**src/hdl/bdfp_pkg.sv**
```systemverilog
`timescale 1ns / 1ps
// Shared types and constants for the bracketed decimal frame parser.
// No dependencies.
package bdfp_pkg;

  localparam logic [7:0] CH_OPEN  = 8'h5B;
  localparam logic [7:0] CH_SEP   = 8'h2C;
  localparam logic [7:0] CH_CLOSE = 8'h5D;
  localparam logic [7:0] CH_PLUS  = 8'h2B;
  localparam logic [7:0] CH_MINUS = 8'h2D;
  localparam logic [7:0] CH_ZERO  = 8'h30;
  localparam logic [7:0] CH_NINE  = 8'h39;
  localparam logic [7:0] CH_SPACE = 8'h20;
  localparam logic [7:0] CH_TAB   = 8'h09;
  localparam logic [7:0] CH_CR    = 8'h0D;

  localparam int NUM_FIELDS = 5;
  localparam int NUM_DIST   = 4;
  localparam int IDX_W      = 4;
  localparam int OUT_W      = 32;
  localparam int BYTE_W     = 8;
  localparam int RESULT_W   = NUM_DIST * OUT_W + 1 + IDX_W;
  localparam int TDATA_W    = ((RESULT_W + 7) / 8) * 8;
  localparam int PAD_W      = TDATA_W - RESULT_W;

  typedef logic [IDX_W-1:0] field_idx_t;

  localparam field_idx_t IDX_MAX = '1;

  typedef enum logic [1:0] {
    PH_SKIP,
    PH_SIGN,
    PH_DIGITS,
    PH_DONE
  } phase_t;

endpackage

```
**src/hdl/bdfp_parse.sv**
```systemverilog
`timescale 1ns / 1ps
// Input register, frame and field tracking, on-the-fly decimal conversion,
// and the field snapshot taken at each closing bracket. Uses bdfp_pkg.
module bdfp_parse #(
  parameter int VALUE_WIDTH = 32
) (
  input  logic                       clk,
  input  logic                       rst,
  input  logic                       in_valid,
  output logic                       in_ready,
  input  logic [bdfp_pkg::BYTE_W-1:0] in_byte,
  output logic                       snap_valid,
  input  logic                       snap_ready,
  output logic [VALUE_WIDTH-1:0]     snap_vals [bdfp_pkg::NUM_FIELDS],
  output bdfp_pkg::field_idx_t       snap_count
);

  logic                          iv;
  logic [bdfp_pkg::BYTE_W-1:0]   ib;
  logic                          in_frame;
  logic                          in_frame_next;
  bdfp_pkg::field_idx_t          field_index;
  bdfp_pkg::field_idx_t          field_index_next;
  bdfp_pkg::phase_t              phase;
  bdfp_pkg::phase_t              phase_next;
  logic                          negative;
  logic                          negative_next;
  logic [VALUE_WIDTH-1:0]        accumulator;
  logic [VALUE_WIDTH-1:0]        accumulator_next;
  logic [VALUE_WIDTH-1:0]        field_values [bdfp_pkg::NUM_FIELDS];

  logic                   is_open, is_sep, is_close, is_digit, is_ws, is_sign;
  logic                   sep_hit, close_hit, snap_free, parse_go, close_go, end_go;
  logic [VALUE_WIDTH-1:0] digit_val, acc_x10, store_val;

  assign is_open  = (ib == bdfp_pkg::CH_OPEN);
  assign is_sep   = (ib == bdfp_pkg::CH_SEP);
  assign is_close = (ib == bdfp_pkg::CH_CLOSE);
  assign is_digit = (ib >= bdfp_pkg::CH_ZERO) && (ib <= bdfp_pkg::CH_NINE);
  assign is_ws    = (ib == bdfp_pkg::CH_SPACE) ||
                    ((ib >= bdfp_pkg::CH_TAB) && (ib <= bdfp_pkg::CH_CR));
  assign is_sign  = (ib == bdfp_pkg::CH_PLUS) || (ib == bdfp_pkg::CH_MINUS);

  assign sep_hit   = in_frame && is_sep;
  assign close_hit = in_frame && is_close;
  assign snap_free = !snap_valid || snap_ready;
  assign parse_go  = iv && (!close_hit || snap_free);
  assign in_ready  = !iv || parse_go;
  assign close_go  = parse_go && close_hit;
  assign end_go    = parse_go && (sep_hit || close_hit);

  assign digit_val = VALUE_WIDTH'(ib[3:0]);
  assign acc_x10   = (accumulator << 3) + (accumulator << 1) + digit_val;
  assign store_val = negative ? (~accumulator + 1'b1) : accumulator;

  // Input register
  always_ff @(posedge clk) begin
    if (rst) begin
      iv <= 1'b0;
    end else if (in_ready) begin
      iv <= in_valid;
    end
  end

  always_ff @(posedge clk) begin
    if (in_valid && in_ready) begin
      ib <= in_byte;
    end
  end

  // Conversion phase: next state
  always_comb begin
    phase_next = phase;
    if (is_open || sep_hit || close_hit) begin
      phase_next = bdfp_pkg::PH_SKIP;
    end else if (in_frame) begin
      unique case (phase)
        bdfp_pkg::PH_SKIP: begin
          priority if (is_ws) begin
            phase_next = bdfp_pkg::PH_SKIP;
          end else if (is_sign) begin
            phase_next = bdfp_pkg::PH_SIGN;
          end else if (is_digit) begin
            phase_next = bdfp_pkg::PH_DIGITS;
          end else begin
            phase_next = bdfp_pkg::PH_DONE;
          end
        end
        bdfp_pkg::PH_SIGN, bdfp_pkg::PH_DIGITS: begin
          phase_next = is_digit ? bdfp_pkg::PH_DIGITS : bdfp_pkg::PH_DONE;
        end
        bdfp_pkg::PH_DONE: begin
          phase_next = bdfp_pkg::PH_DONE;
        end
        default: begin
          phase_next = bdfp_pkg::PH_DONE;
        end
      endcase
    end
  end

  // Conversion datapath and frame tracking
  always_comb begin
    negative_next    = negative;
    accumulator_next = accumulator;
    in_frame_next    = in_frame;
    field_index_next = field_index;
    priority if (is_open) begin
      negative_next    = 1'b0;
      accumulator_next = '0;
      in_frame_next    = 1'b1;
      field_index_next = '0;
    end else if (close_hit) begin
      negative_next    = 1'b0;
      accumulator_next = '0;
      in_frame_next    = 1'b0;
      field_index_next = '0;
    end else if (sep_hit) begin
      negative_next    = 1'b0;
      accumulator_next = '0;
      if (field_index != bdfp_pkg::IDX_MAX) begin
        field_index_next = field_index + 1'b1;
      end
    end else if (in_frame) begin
      unique case (phase)
        bdfp_pkg::PH_SKIP: begin
          if (is_sign) begin
            negative_next = (ib == bdfp_pkg::CH_MINUS);
          end else if (is_digit && !is_ws) begin
            accumulator_next = digit_val;
          end
        end
        bdfp_pkg::PH_SIGN, bdfp_pkg::PH_DIGITS: begin
          if (is_digit) begin
            accumulator_next = acc_x10;
          end
        end
        bdfp_pkg::PH_DONE: begin
          accumulator_next = accumulator;
        end
        default: begin
          accumulator_next = accumulator;
        end
      endcase
    end
  end

  always_ff @(posedge clk) begin
    if (rst) begin
      in_frame    <= 1'b0;
      field_index <= '0;
      phase       <= bdfp_pkg::PH_SKIP;
      negative    <= 1'b0;
      accumulator <= '0;
    end else if (parse_go) begin
      in_frame    <= in_frame_next;
      field_index <= field_index_next;
      phase       <= phase_next;
      negative    <= negative_next;
      accumulator <= accumulator_next;
    end
  end

  // Stored field values
  always_ff @(posedge clk) begin
    if (rst) begin
      for (int i = 0; i < bdfp_pkg::NUM_FIELDS; i++) begin
        field_values[i] <= '0;
      end
    end else if (end_go) begin
      for (int i = 0; i < bdfp_pkg::NUM_FIELDS; i++) begin
        if (field_index == bdfp_pkg::IDX_W'(i)) begin
          field_values[i] <= store_val;
        end
      end
    end
  end

  // Snapshot at closing bracket
  always_ff @(posedge clk) begin
    if (rst) begin
      snap_valid <= 1'b0;
    end else if (snap_free) begin
      snap_valid <= close_go;
    end
  end

  always_ff @(posedge clk) begin
    if (close_go) begin
      for (int i = 0; i < bdfp_pkg::NUM_FIELDS; i++) begin
        snap_vals[i] <= (field_index == bdfp_pkg::IDX_W'(i)) ? store_val : field_values[i];
      end
      snap_count <= (field_index == bdfp_pkg::IDX_MAX) ? bdfp_pkg::IDX_MAX
                                                       : field_index + 1'b1;
    end
  end

  a_close_ends_frame: assert property (@(posedge clk) disable iff (rst)
    close_go |=> !in_frame && (field_index == '0) && (phase == bdfp_pkg::PH_SKIP))
    else $error("frame state not cleared after close");

  a_idle_index_zero: assert property (@(posedge clk) disable iff (rst)
    !in_frame |-> (field_index == '0))
    else $error("field index nonzero outside a frame");

  a_close_snapshot: assert property (@(posedge clk) disable iff (rst)
    close_go |=> snap_valid)
    else $error("close byte did not produce a snapshot");

endmodule

```
**src/hdl/bdfp_check.sv**
```systemverilog
`timescale 1ns / 1ps
// Sum check stages: partial sums, compare against the fifth field, distance
// latch, and the output register. Uses bdfp_pkg.
module bdfp_check #(
  parameter int VALUE_WIDTH = 32
) (
  input  logic                         clk,
  input  logic                         rst,
  input  logic                         snap_valid,
  output logic                         snap_ready,
  input  logic [VALUE_WIDTH-1:0]       snap_vals [bdfp_pkg::NUM_FIELDS],
  input  bdfp_pkg::field_idx_t         snap_count,
  output logic                         out_valid,
  input  logic                         out_ready,
  output logic [bdfp_pkg::TDATA_W-1:0] out_data
);

  logic                   cv;
  logic [VALUE_WIDTH-1:0] s01, s23;
  logic [VALUE_WIDTH-1:0] cvals [bdfp_pkg::NUM_FIELDS];
  bdfp_pkg::field_idx_t   ccount;
  logic [VALUE_WIDTH-1:0] distances [bdfp_pkg::NUM_DIST];
  logic [VALUE_WIDTH-1:0] distances_next [bdfp_pkg::NUM_DIST];
  logic [VALUE_WIDTH-1:0] sum_all;
  logic                   ok, c_ready, out_free, out_load;

  assign out_free   = !out_valid || out_ready;
  assign c_ready    = !cv || out_free;
  assign snap_ready = c_ready;
  assign out_load   = cv && out_free;

  // Partial sums
  always_ff @(posedge clk) begin
    if (rst) begin
      cv <= 1'b0;
    end else if (c_ready) begin
      cv <= snap_valid;
    end
  end

  always_ff @(posedge clk) begin
    if (snap_valid && c_ready) begin
      s01    <= snap_vals[0] + snap_vals[1];
      s23    <= snap_vals[2] + snap_vals[3];
      cvals  <= snap_vals;
      ccount <= snap_count;
    end
  end

  assign sum_all = s01 + s23;
  assign ok      = (sum_all == cvals[bdfp_pkg::NUM_DIST]);

  always_comb begin
    for (int i = 0; i < bdfp_pkg::NUM_DIST; i++) begin
      distances_next[i] = ok ? cvals[i] : distances[i];
    end
  end

  // Distance latch and output register
  always_ff @(posedge clk) begin
    if (rst) begin
      for (int i = 0; i < bdfp_pkg::NUM_DIST; i++) begin
        distances[i] <= '0;
      end
    end else if (out_load) begin
      distances <= distances_next;
    end
  end

  always_ff @(posedge clk) begin
    if (rst) begin
      out_valid <= 1'b0;
    end else if (out_free) begin
      out_valid <= cv;
    end
  end

  always_ff @(posedge clk) begin
    if (out_load) begin
      out_data <= {{bdfp_pkg::PAD_W{1'b0}}, ccount, ok,
                   bdfp_pkg::OUT_W'($signed(distances_next[3])),
                   bdfp_pkg::OUT_W'($signed(distances_next[2])),
                   bdfp_pkg::OUT_W'($signed(distances_next[1])),
                   bdfp_pkg::OUT_W'($signed(distances_next[0]))};
    end
  end

  a_mismatch_holds_dist: assert property (@(posedge clk) disable iff (rst)
    (out_load && !ok) |=> $stable(distances[0]) && $stable(distances[1]) &&
                          $stable(distances[2]) && $stable(distances[3]))
    else $error("distances changed on sum mismatch");

  a_load_gives_result: assert property (@(posedge clk) disable iff (rst)
    out_load |=> out_valid)
    else $error("result lost at output register");

  a_stage_holds: assert property (@(posedge clk) disable iff (rst)
    (cv && !out_free) |=> cv && $stable(s01) && $stable(s23))
    else $error("sum stage changed while stalled");

endmodule

```
**src/hdl/bracketed_decimal_frame_parser_top.sv**
```systemverilog
`timescale 1ns / 1ps
// Top level of the bracketed decimal frame parser. Uses bdfp_pkg, bdfp_parse, bdfp_check.
// Throughput: one byte per cycle; a closing bracket stalls only while the snapshot,
//   partial-sum and output registers all hold results the output side has not taken.
// Result path: the closing bracket passes the input register, the snapshot, the partial
//   sums and the compare into the output register before the result transfer is offered.
// Reset: synchronous; clears frame state, stored fields and distances.
module bracketed_decimal_frame_parser_top #(
  parameter int VALUE_WIDTH = 32
) (
  input  logic                         clk,
  input  logic                         rst,
  input  logic                         s_axis_tvalid,
  output logic                         s_axis_tready,
  input  logic [bdfp_pkg::BYTE_W-1:0]  s_axis_tdata,   // [7:0] rx_byte
  output logic                         m_axis_tvalid,
  input  logic                         m_axis_tready,
  // [31:0] dist_a, [63:32] dist_b, [95:64] dist_c, [127:96] dist_d,
  // [128] sum_ok, [132:129] fields_seen, [135:133] zero
  output logic [bdfp_pkg::TDATA_W-1:0] m_axis_tdata
);

  logic                   snap_valid;
  logic                   snap_ready;
  logic [VALUE_WIDTH-1:0] snap_vals [bdfp_pkg::NUM_FIELDS];
  bdfp_pkg::field_idx_t   snap_count;

  bdfp_parse #(
    .VALUE_WIDTH(VALUE_WIDTH)
  ) u_parse (
    .clk        (clk),
    .rst        (rst),
    .in_valid   (s_axis_tvalid),
    .in_ready   (s_axis_tready),
    .in_byte    (s_axis_tdata),
    .snap_valid (snap_valid),
    .snap_ready (snap_ready),
    .snap_vals  (snap_vals),
    .snap_count (snap_count)
  );

  bdfp_check #(
    .VALUE_WIDTH(VALUE_WIDTH)
  ) u_check (
    .clk        (clk),
    .rst        (rst),
    .snap_valid (snap_valid),
    .snap_ready (snap_ready),
    .snap_vals  (snap_vals),
    .snap_count (snap_count),
    .out_valid  (m_axis_tvalid),
    .out_ready  (m_axis_tready),
    .out_data   (m_axis_tdata)
  );

endmodule

```
**config.mk**
```make
export PLATFORM = sky130hd
export DESIGN_NAME = bracketed_decimal_frame_parser_top
export DESIGN_NICKNAME = d
export VERILOG_FILES = /design/src/hdl/bdfp_pkg.sv /design/src/hdl/bdfp_parse.sv /design/src/hdl/bdfp_check.sv /design/src/hdl/bracketed_decimal_frame_parser_top.sv
export SDC_FILE = /design/constraint.sdc
export NUM_CORES = 1
export LEC_CHECK = 0
export ABC_AREA = 1
export BUFFER_PORTS_ARGS = -buffer_cell sky130_fd_sc_hd__buf_2
export CORE_ASPECT_RATIO = 1.2
export CORE_MARGIN = 1.5
export CORE_UTILIZATION = 55
export DETAILED_ROUTE_END_ITERATION = 8
export PLACE_DENSITY_LB_ADDON = 0.2
export REMOVE_ABC_BUFFERS = 1
export SYNTH_ARGS = -nofsm -noshare
export SYNTH_HDL_FRONTEND = slang
export SYNTH_SLANG_ARGS = --single-unit
```
**constraint.sdc**
```tcl
create_clock -name clk -period 12.3 [get_ports clk]
set_input_delay 0 -clock clk [delete_from_list [all_inputs] [get_ports clk]]
set_output_delay 0 -clock clk [all_outputs]
set_load 0.05 [all_outputs]
```
==> metrics.txt <==
run status finished clean; f_max roughly 190 MHz; max_cap viols 0; number of nets with antenna violations after routing 0; Internal Power around 4600 uW; initial DRC count 2,546; core area around 78,000 um^2; count of placed standard cells in the final layout, fillers left out between 5,000 and 6,000; latest clock arrival within the worst-skew pair roughly 650 ps; post-cts gate resize count 0; TritonCTS clock tree done; Distinct cells, synth 53; post-synthesis sequential area ratio 0.562; placer congestion estimate between 0.9 and 1; number of endpoints with negative hold slack in the final report 0; commonest non-fill, non-tap cell in the layout nand2_1; portion of total power attributed to the clock network 0.448; maximum vdd drop approximately 0.00011 V; maximum number of buffers from clock root to sink 3; Final min period about 5400 ps; htree depth 3; via count of the first global-routing pass ~28,000; Area after DPL between 40,000 and 50,000 um^2; Yosys top cell by area edfxtp_1; Leak roughly 0.020 uW; post-layout instance area between 40,000 and 50,000 um^2; total number of vias just under 30,000; critical path start-end classification reg -> reg; worst slew margin relative to its limit 0.0750; Final WS setup about 6900 ps; Routed Wire Length 102,000 um; Worst Clk Skew approximately 24 ps; area enclosed by the die boundary between 80,000 and 90,000 um^2; Starting Density 0.555; root cell of the clock tree clkbuf_16; type of the tightest min-delay check in -> reg; net switching fraction of the power 0.201; NetSw 1170 uW; grt total ovfl 0; Final setup viols 0; worst slack, placed 6930 ps; most used cells in the layout excluding fill and tap cells 1,139 x nand2_1, 693 x edfxtp_1, 490 x inv_1; Post-synth ARST share 0; largest net degree at the start of global routing around 170; worst path arrival time roughly 6000 ps; Area Growth Syn to Fin 9.97%; number of antenna violations at the first check in global routing 0; top post-synthesis cells by area edfxtp_1 48%, nand2_1 9.9%, dfxtp_1 8.0%; Worst Hold Margin ~59 ps; HPWL Detailed about 71,000 um; Avg Cell Area, Syn ~9.9 um^2; startpoint kind of the worst setup timing path flop; Pre-antenna DRT Iters 5; share of the synthesized area in the top cell type 0.482; transition at the pin with the smallest max-transition slack ~1400 ps; combinational group share of total power 0.010; Ys Warns 0; number of placement rows roughly 110; sinks on the clock net 865; fraction of final layout cells sized beyond drive strength 1 0.147; netlist area before placement about 43,000 um^2; Required @ worst endpoint between 10,000 and 15,000 ps; clock-pin slew of the registers on the worst-case setup and hold paths roughly 70 ps; Via-to-Cell Ratio ~5.3; routed length per instance ~18 um; critical path capture point type flop; Tcrit/Tclk final 0.439; clock buffer count from CTS 86; Ports 150; die extent in y around 310 um; final setup TNS 0 ps; GRT Overall Usage 0.254; DRC violations left 0; power density of the placed cells 123 nW/um^2; placed cell count about 5,400; setup repair after global routing missed its margin false; port buffer count roughly 150; count of final max-slew check failures 0; die width about 260 um; first-pass GRT wire length 157,000 um; sequential share of power 0.542; synthesized instance count 4,340; Final Net Count approximately 4,700; CP Max Fanout 52; flip-flop and latch count after synthesis 865; main flop type after synthesis edfxtp_1; number of flops mapped to enable cells by yosys between 600 and 700; number of diodes 0
-- worst paths after layout --
path / startpoint / to / slack (ps) / cells after the start
worst max-delay path: u_check.s23[0]$_DFFE_PP_ / u_check.distances[35]$_SDFFE_PP0P_ / 6900 / 21
worst min-delay path: s_axis_tdata[0] / u_parse.ib[0]$_DFFE_PP_ / 60 / 2
worst max register to register: u_check.s23[0]$_DFFE_PP_ / u_check.distances[35]$_SDFFE_PP0P_ / 6900 / 21
worst min register to register: u_parse.snap_vals[10]$_DFFE_PP_ / u_check.cvals[10]$_DFFE_PP_ / 410 / 0
-- per-layer routing --
metal  vias to the layer above  global-route usage  routed length [um]
li1                      14600                   -                   -
met1                     14100               0.348               44400
met5                         -                   0                   0
met4                         0              0.0685                2180
met3                       146              0.0355                6470
met2                       840               0.425               49000
-- kinds of logic after synthesis --
logic type	count (synthesis)	synth area share
xor gates and xnor gates	131	0.0269
other	1	0.0000869
and+or+nand+nor	2110	0.242
DFF	865	0.562
buffers and inverters	641	0.0669
AOI/OAI and AO/OA	429	0.0537
adders and majority gates	163	0.0481
-- worst max-delay path, cell delays in order (launching register included) --
cell and delay [ps]:
edfxtp_1 380, ha_1 260, fa_1 460, nand3_1 100, nand3_1 140, nand2_1 90
nand2_1 110, nand2_1 90, nand2_1 70, xor2_1 260, nand2_1 120, clkinv_1 110
nand2_1 60, nor2_1 80, nand3_1 120, nor2_4 760, buf_4 740, buf_4 790
nand3_2 180, nand3_1 140, nand2_1 80, inv_1 50
-- synthesized netlist by cell type, types with 4 or more instances --
cell,number
a211oi_1,4
a21boi_0,12
a21o_1,9
a21oi_1,181
a31oi_1,18
buf_12,21
buf_2,17
buf_4,13
buf_6,9
clkbuf_1,73
clkinv_1,8
dfxtp_1,172
edfxtp_1,693
fa_1,5
ha_1,158
inv_1,492
inv_2,7
nand2_1,1141
nand2_2,8
nand2_4,100
nand3_1,144
nand3_2,214
nand3b_1,10
nand4_1,22
nor2_1,413
nor2_2,10
nor3_1,24
nor4_1,8
o21a_1,5
o21ai_0,176
o21bai_1,6
or2_2,7
xnor2_1,43
xor2_1,87
-- state kept, by name (all words and copies together) (netlist names), 2 cells and up --
signal / flops
u_check.ccount: 4
u_check.cvals: 160
u_check.distances: 128
u_check.out_data: 133
u_check.s01: 32
u_check.s23: 32
u_parse.accumulator: 32
u_parse.field_index: 4
u_parse.field_values: 160
u_parse.ib: 8
u_parse.phase: 2
u_parse.snap_count: 4
u_parse.snap_vals: 160
-- power groups by stage --
stage	clock, uW	combinational [uW]	sequential, uW
6_report	2610	58.0	3150
2_1_floorplan	0	26.5	3220
5_1_grt	2760	64.1	3150
3_3_place_gp	0	54.2	3220
3_5_place_dp	0	55.3	3220
4_1_cts	2650	58.3	3150
-- metrics by stage --
stage | util | power, uW
after floorplan | - | 3240
after global placement | 0.573 | 3270
after detailed placement | 0.573 | 3270
after CTS | 0.610 | 5860
after global routing | 0.610 | 5980
final | 0.610 | 5820
-- repair_timing --
item                      CTS  global route
buffers inserted            0             0
hold endpoints to repair   70             0
hold buffers               13             0
-- cell type report --
cell class                 instances  area (um^2)
clock inverter                    48          465
clock buffer                     111         2320
multi-input combinational       2836        16100
tap                             1026         1280
fill                            6525        30300
inverter                         507         1920
sequential                       865        24300
timing repair buffer             192         1140
Note: power is estimated with default switching activity, not from simulation.
